$ cat src/rtl/mfrq_pkg.sv
// ----------------------------------------------------------------------------
// mfrq_pkg
// Shared opcodes, register indexes and transaction types of the ready queue.
// ----------------------------------------------------------------------------
package mfrq_pkg;

    localparam logic [2:0] OP_ADD      = 3'd0;
    localparam logic [2:0] OP_INSERT   = 3'd1;
    localparam logic [2:0] OP_DISPATCH = 3'd2;
    localparam logic [2:0] OP_PROMOTE  = 3'd3;
    localparam logic [2:0] OP_CHECK    = 3'd4;

    localparam logic CFG_AGING_LIMIT = 1'b0;
    localparam logic CFG_BASE_SLICE  = 1'b1;

    localparam logic [15:0] AGING_LIMIT_RESET = 16'd150;
    localparam logic [7:0]  BASE_SLICE_RESET  = 8'd2;
    localparam logic [10:0] SLICE_MAX         = 11'd2047;

    // classified command handed from the front to the back
    typedef struct packed {
        logic [2:0]  op;
        logic [15:0] job_id;
        logic [2:0]  level;
        logic [31:0] ready_stamp;
        logic [31:0] arrival_stamp;
        logic [31:0] now;
    } cmd_t;

    // result transaction, job_valid in bit 0
    typedef struct packed {
        logic        status;
        logic [6:0]  total_jobs;
        logic        stale_found;
        logic [10:0] time_slice;
        logic [1:0]  out_level;
        logic [15:0] out_job_id;
        logic        job_valid;
    } result_t;

endpackage

$ cat src/rtl/mfrq_front.sv
// ----------------------------------------------------------------------------
// mfrq_front
// Accept input transactions, resolve the push level and queue up to two commands.
// ----------------------------------------------------------------------------
module mfrq_front #(
    parameter int NUM_LEVELS  = 4,
    parameter int JOB_ID_BITS = 16
) (
    input  logic            clk,
    input  logic            rst_n,
    input  logic            s_tvalid,
    output logic            s_tready,
    input  logic [119:0]    s_tdata,
    input  logic [2:0]      s_tuser,
    output logic            cmd_valid,
    input  logic            cmd_ready,
    output mfrq_pkg::cmd_t  cmd
);
    import mfrq_pkg::*;

    localparam int QD = 2;
    localparam int QW = $clog2(QD);
    localparam logic [15:0] ID_MASK = (JOB_ID_BITS >= 16) ? 16'hFFFF
                                    : 16'((32'd1 << JOB_ID_BITS) - 32'd1);

    cmd_t            q_mem [QD];
    logic [QW-1:0]   wr_ptr_reg, wr_ptr_next;
    logic [QW-1:0]   rd_ptr_reg, rd_ptr_next;
    logic [QW:0]     cnt_reg, cnt_next;
    cmd_t            in_cmd;
    logic            push, pop;

    always_comb
    begin
        in_cmd.op            = s_tuser;
        in_cmd.job_id        = s_tdata[15:0] & ID_MASK;
        in_cmd.ready_stamp   = s_tdata[50:19];
        in_cmd.arrival_stamp = s_tdata[82:51];
        in_cmd.now           = s_tdata[114:83];
        if (s_tuser == OP_ADD)
        begin
            in_cmd.level = 3'd1;
        end
        else if (32'(s_tdata[18:16]) < NUM_LEVELS)
        begin
            in_cmd.level = s_tdata[18:16];
        end
        else
        begin
            in_cmd.level = 3'd0;
        end
    end

    assign s_tready  = (cnt_reg < (QW+1)'(QD));
    assign cmd_valid = (cnt_reg != '0);
    assign cmd       = q_mem[rd_ptr_reg];
    assign push      = s_tvalid && s_tready;
    assign pop       = cmd_valid && cmd_ready;

    always_comb
    begin
        wr_ptr_next = wr_ptr_reg;
        rd_ptr_next = rd_ptr_reg;
        cnt_next    = cnt_reg;
        if (push)
        begin
            wr_ptr_next = (32'(wr_ptr_reg) == QD-1) ? '0 : wr_ptr_reg + 1'b1;
        end
        if (pop)
        begin
            rd_ptr_next = (32'(rd_ptr_reg) == QD-1) ? '0 : rd_ptr_reg + 1'b1;
        end
        if (push && !pop)
        begin
            cnt_next = cnt_reg + 1'b1;
        end
        else if (pop && !push)
        begin
            cnt_next = cnt_reg - 1'b1;
        end
    end

    always_ff @(posedge clk)
    begin
        if (push)
        begin
            q_mem[wr_ptr_reg] <= in_cmd;
        end
    end

    always_ff @(posedge clk or negedge rst_n)
    begin
        if (!rst_n)
        begin
            wr_ptr_reg <= '0;
            rd_ptr_reg <= '0;
            cnt_reg    <= '0;
        end
        else
        begin
            wr_ptr_reg <= wr_ptr_next;
            rd_ptr_reg <= rd_ptr_next;
            cnt_reg    <= cnt_next;
        end
    end

endmodule

$ cat config.mk
export PLATFORM = sky130hd
export DESIGN_NAME = mfrq_front
export DESIGN_NICKNAME = d
export VERILOG_FILES = /design/src/rtl/mfrq_pkg.sv /design/src/rtl/mfrq_front.sv
export SDC_FILE = /design/constraint.sdc
export NUM_CORES = 1
export LEC_CHECK = 0
export ABC_AREA = 1
export BUFFER_PORTS_ARGS = -buffer_cell sky130_fd_sc_hd__clkbuf_2
export CAP_MARGIN = 0
export CORE_MARGIN = 1
export CORE_UTILIZATION = 40
export DETAILED_ROUTE_END_ITERATION = 7
export MAX_ROUTING_LAYER = met4
export PLACE_DENSITY = 0.77
export SYNTH_ARGS = -nofsm -noshare
export SYNTH_HDL_FRONTEND = slang
export SYNTH_SLANG_ARGS = --single-unit
$ cat constraint.sdc
create_clock -name clk -period 6.1 [get_ports clk]
set_clock_uncertainty 0.15 [all_clocks]
set_input_delay 1.22 -clock clk [delete_from_list [all_inputs] [get_ports clk]]
set_output_delay 1.22 -clock clk [all_outputs]
set_load 0.02 [all_outputs]
## After elaboration in Yosys (flattened, before gate mapping)

Memory sizes are Yosys's and may differ from the RTL's.
Index checks and enable logic that the tools add are counted.

- Bits of input ports: 127
- Register bits: 4
- RAM bits: 236
- Memories kept: 1

Memory list:

| name | depth | width | read ports | clocked after Yosys merged registers in | wr ports | RTL line | source |
|---|---|---|---|---|---|---|---|
| q_mem | 2 | 118 | 1 | 0 | 1 | mfrq_front.sv:26 | `cmd_t q_mem [QD];` |

- Order comparisons: 2
- Muxes and demuxes: 8
- Reductions and logical operators: 9
- Add/sub/neg operators: 4

Operators with widths:

| kind | count |
|---|---|
| $mux W3 | 2 |
| $logic_and A1 B1 Y1 | 4 |
| $mux W1 | 4 |
| $mux W2 | 2 |
| $reduce_bool A2 Y1 | 2 |
| $logic_not A3 Y1 | 1 |
| $lt A3 B3 Y1 const B | 1 |
| $add A1 B1 Y1 const B | 2 |
| $add A2 B1 Y2 const B | 1 |
| $logic_not A1 Y1 | 2 |
| $lt A2 B2 Y1 const B | 1 |
| $sub A2 B1 Y2 const B | 1 |

## Depth between registers and ports, before layout

- Word-level depth: 6
- Gate-level depth with buffers: 9
- Mapped depth without buffers: 9

## Least setup slack after synthesis

Ideal clock, no wire load.

- Path kind: input -> register
- Start point: input s_tvalid
- End point: memory q_mem[0][0] (netlist name), enable pin
- Stages on the path: 2
- Setup slack: -846 ps
- Data required time: 5355 ps
- Library setup time: 595 ps
- Data arrival time: 6201 ps
- Path through: nand2_1 nor2_1

- Word-level cells in the longest chain between the ends: 3

Ends and longest elaborated chain:

| element | RTL line | source |
|---|---|---|
| start: declaration | mfrq_front.sv:11 | `input logic s_tvalid,` |
| $logic_and A1 B1 Y1 | mfrq_front.sv:57 | `assign push = s_tvalid && s_tready;` |
| $mux W1 | mfrq_front.sv:85 | `if (push)` |
| $mux W1 (implied by the code) | mfrq_front.sv:87 | `q_mem[wr_ptr_reg] <= in_cmd;` |
| end: declaration | mfrq_front.sv:26 |  |

Every way passes these cells.

==> results.md <==
* Status: finished clean
* Sink Count at roughly 240
* DRC Markers at 0
* Pwr/cell area at around 500 nW/um2
* CP max-delay cell: dfrtp_4
* Crit share post-route at 0.704
* Detailed placer's ending HPWL at 11400 um
* Core area at 21200 um2
* Vias in the first global route at 5415
* Iter 0 DRT Violations at 226
* Via count at 5449
* Slew Limit Fails at 0
* Highest achievable clock rate at 233 MHz
* Req. time, crit path at 4.73 ns
* Final setup TNS at 0 ns
* Final WL at roughly 18000 um
* Post-synth top area share at 0.805
* Post-Syn Area at between 8000 and 9000 um2
* Area after DPL at 10200 um2
* Die area at 22400 um2
* Hold_ws at 0.343 ns
* Cells along the critical path: inv_4 > buf_4 > nand2_1 > nand2_1 > clkbuf_2
* Ys async rst share at 0.0168
* Crit path time final at between 4 and 5 ns
* Htree depth at 1
* Final setup viols at 0
* RSZ-0062 raised after global routing: false
* Fill count at 1823
* CTS resizes at 0
* Seq/Total Area, Yosys at 0.816
* Crit-path max cell delay at roughly 0.75 ns
* Worst Max-Slew Pin Slew at 1.05 ns
* Synthesized area per cell at 13.5 um2
* Largest net degree at the start of global routing at 84
* Max cap viols at 0
* Clk Latency, worst-skew pair at 0.52 ns
* Antenna-violating nets left at 0
* Initial antenna violation count at 1
* Post-Route Utilization at 0.520
* Capturing element type of the critical path: output pin
* WL per Instance at 15.0 um
* Mapped Nets at roughly 780
* CTS buffer count at 26
* Buffers on Ports at 240
* Dpl ws at 2.24 ns
* Critical path's most frequent cell: nand2_1
* First-pass GRT wire length at 27000 um
* CP bufs+invs at 3
* Hold-fix buffers, CTS at 0
* Max reg flops at 234
* Final #Nets at 1021
* Hold Crit Class: flop to flop
* Initial core utilization at 0.411
* Most frequent cells after synthesis: 362 x nand2_1, 234 x edfxtp_1, 11 x buf_2
* Routability-driven placement congestion ratio at 0.729
* Yosys reg bits at 238
* Pre-Repair DR Iteration Count at 4
* Die width at 150 um
* All-layer global routing usage at 0.161
* Worst Path Max Fanout at 74
* Leak at 4.77 nW
* Post-synth EDFFs at 234
* Setup WS post-layout at ~1.8 ns
* CTS tree: built
* GRT overflow at 0
* Leading cell type by number of instances after synthesis: nand2_1
* Cell count after synthesis at 647
* Synth area leaders: edfxtp_1 80%, nand2_1 16%, dfrtp_1 1.1%
* Final Hold Viols at 0
* Root Driver: clkbuf_16
* Area leader, netlist: edfxtp_1
* Share of cells above drive strength 1 at 0.310
* Vias/cell at 4.59
* Design Area, Final at ~11000 um2
* Die Y at 150 um
* Rows at 53
* Ys Warns at 0
* Startpoint Class: flop
* Area added between synthesis and finish at 26.3%
* CP arrival at 2.93 ns
* Post-synth top flop: edfxtp_1
* Clk buf depth at 3
* Worst ir drop on vdd at between 300 and 400 uV
* Distinct cells, synth at 17
* CP delay by family, top: buffers and inverters
* Number of setup buffers added after CTS at 0
* Critical path type: flop to output pin
* Max-slew headroom at 0.301
* Clk slew on worst S/H paths at 0.06 ns
* I/O pin count at ~250
[placed cells by master (no fill, tap or decap), drive strengths merged]
master,Yosys,routed
dfrtp,4,4
inv,9,9
nand4,1,1
diode,0,1
ha,1,1
nand2,362,362
edfxtp,234,234
bufinv,0,2
buf,17,4
xor2,1,1
conb,1,1
nand3,2,2
clkbuf,9,272
clkinvlp,0,2
clkinv,0,11
xnor2,1,1
nor2,4,4
o21ai,1,1
[tightest hold or removal path, delay by kind of cell, from the launching register on]
kind | cells | cell delay (ns)
flip-flops | 1 | 0.35
AND/OR/NAND/NOR | 2 | 0.11
[through the flow]
stage	cells	total power [mW]
final	1188	5.63
after global routing	1188	5.95
after CTS	1187	5.70
after detailed placement	1140	4.22
after global placement	1140	4.18
after floorplan	647	3.58
[power breakdown]
group	internal (mW)	total, mW	leakage (nW)	switching (mW)
sequential	2.18	2.32	2.21	0.140
clock	0.886	1.48	0.394	0.593
combinational	0.498	1.83	2.17	1.33
[cell families after synthesis]
logic type	synth area share
buf+inv	0.0201
fa+ha+maj	0.00143
simple gates	0.159
flops	0.816
other cells	0.000430
compound gates	0.000573
xor+xnor	0.00201
[worst paths after layout]
kind / from / end / slack, ns / depth (start not counted)
min: cnt_reg[1] / cnt_reg[1] / 0.34 / 2
min reg2reg: cnt_reg[1] / cnt_reg[1] / 0.34 / 2
min in group asynchronous: rst_n / wr_ptr_reg / 0.35 / 1
max: rd_ptr_reg / cmd[31] / 1.80 / 5
max reg2reg: cnt_reg[1] / q_mem[0][88] / 3.47 / 4
max in group asynchronous: rst_n / rd_ptr_reg / 5.30 / 1
[layer usage]
layer	part of all wire	global-route usage	vias up
met5	0	-	-
met3	0.090	0.0476	35
met2	0.49	0.279	198
li1	-	-	2678
met4	0.024	0.0465	0
met1	0.39	0.179	2538
[final cells by class]
cell class	instances	area, um2	share of cell area
clock inverter	15	121	0.0110
tap	275	344	0.0312
sequential	238	7130	0.647
antenna	1	2.50	0.000227
inverter	9	36.3	0.00329
timing repair buffer	244	1260	0.114
multi-input combinational	374	1440	0.131
clock buffer	32	694	0.0630
No activity file was read; power rests on OpenSTA's default activity.
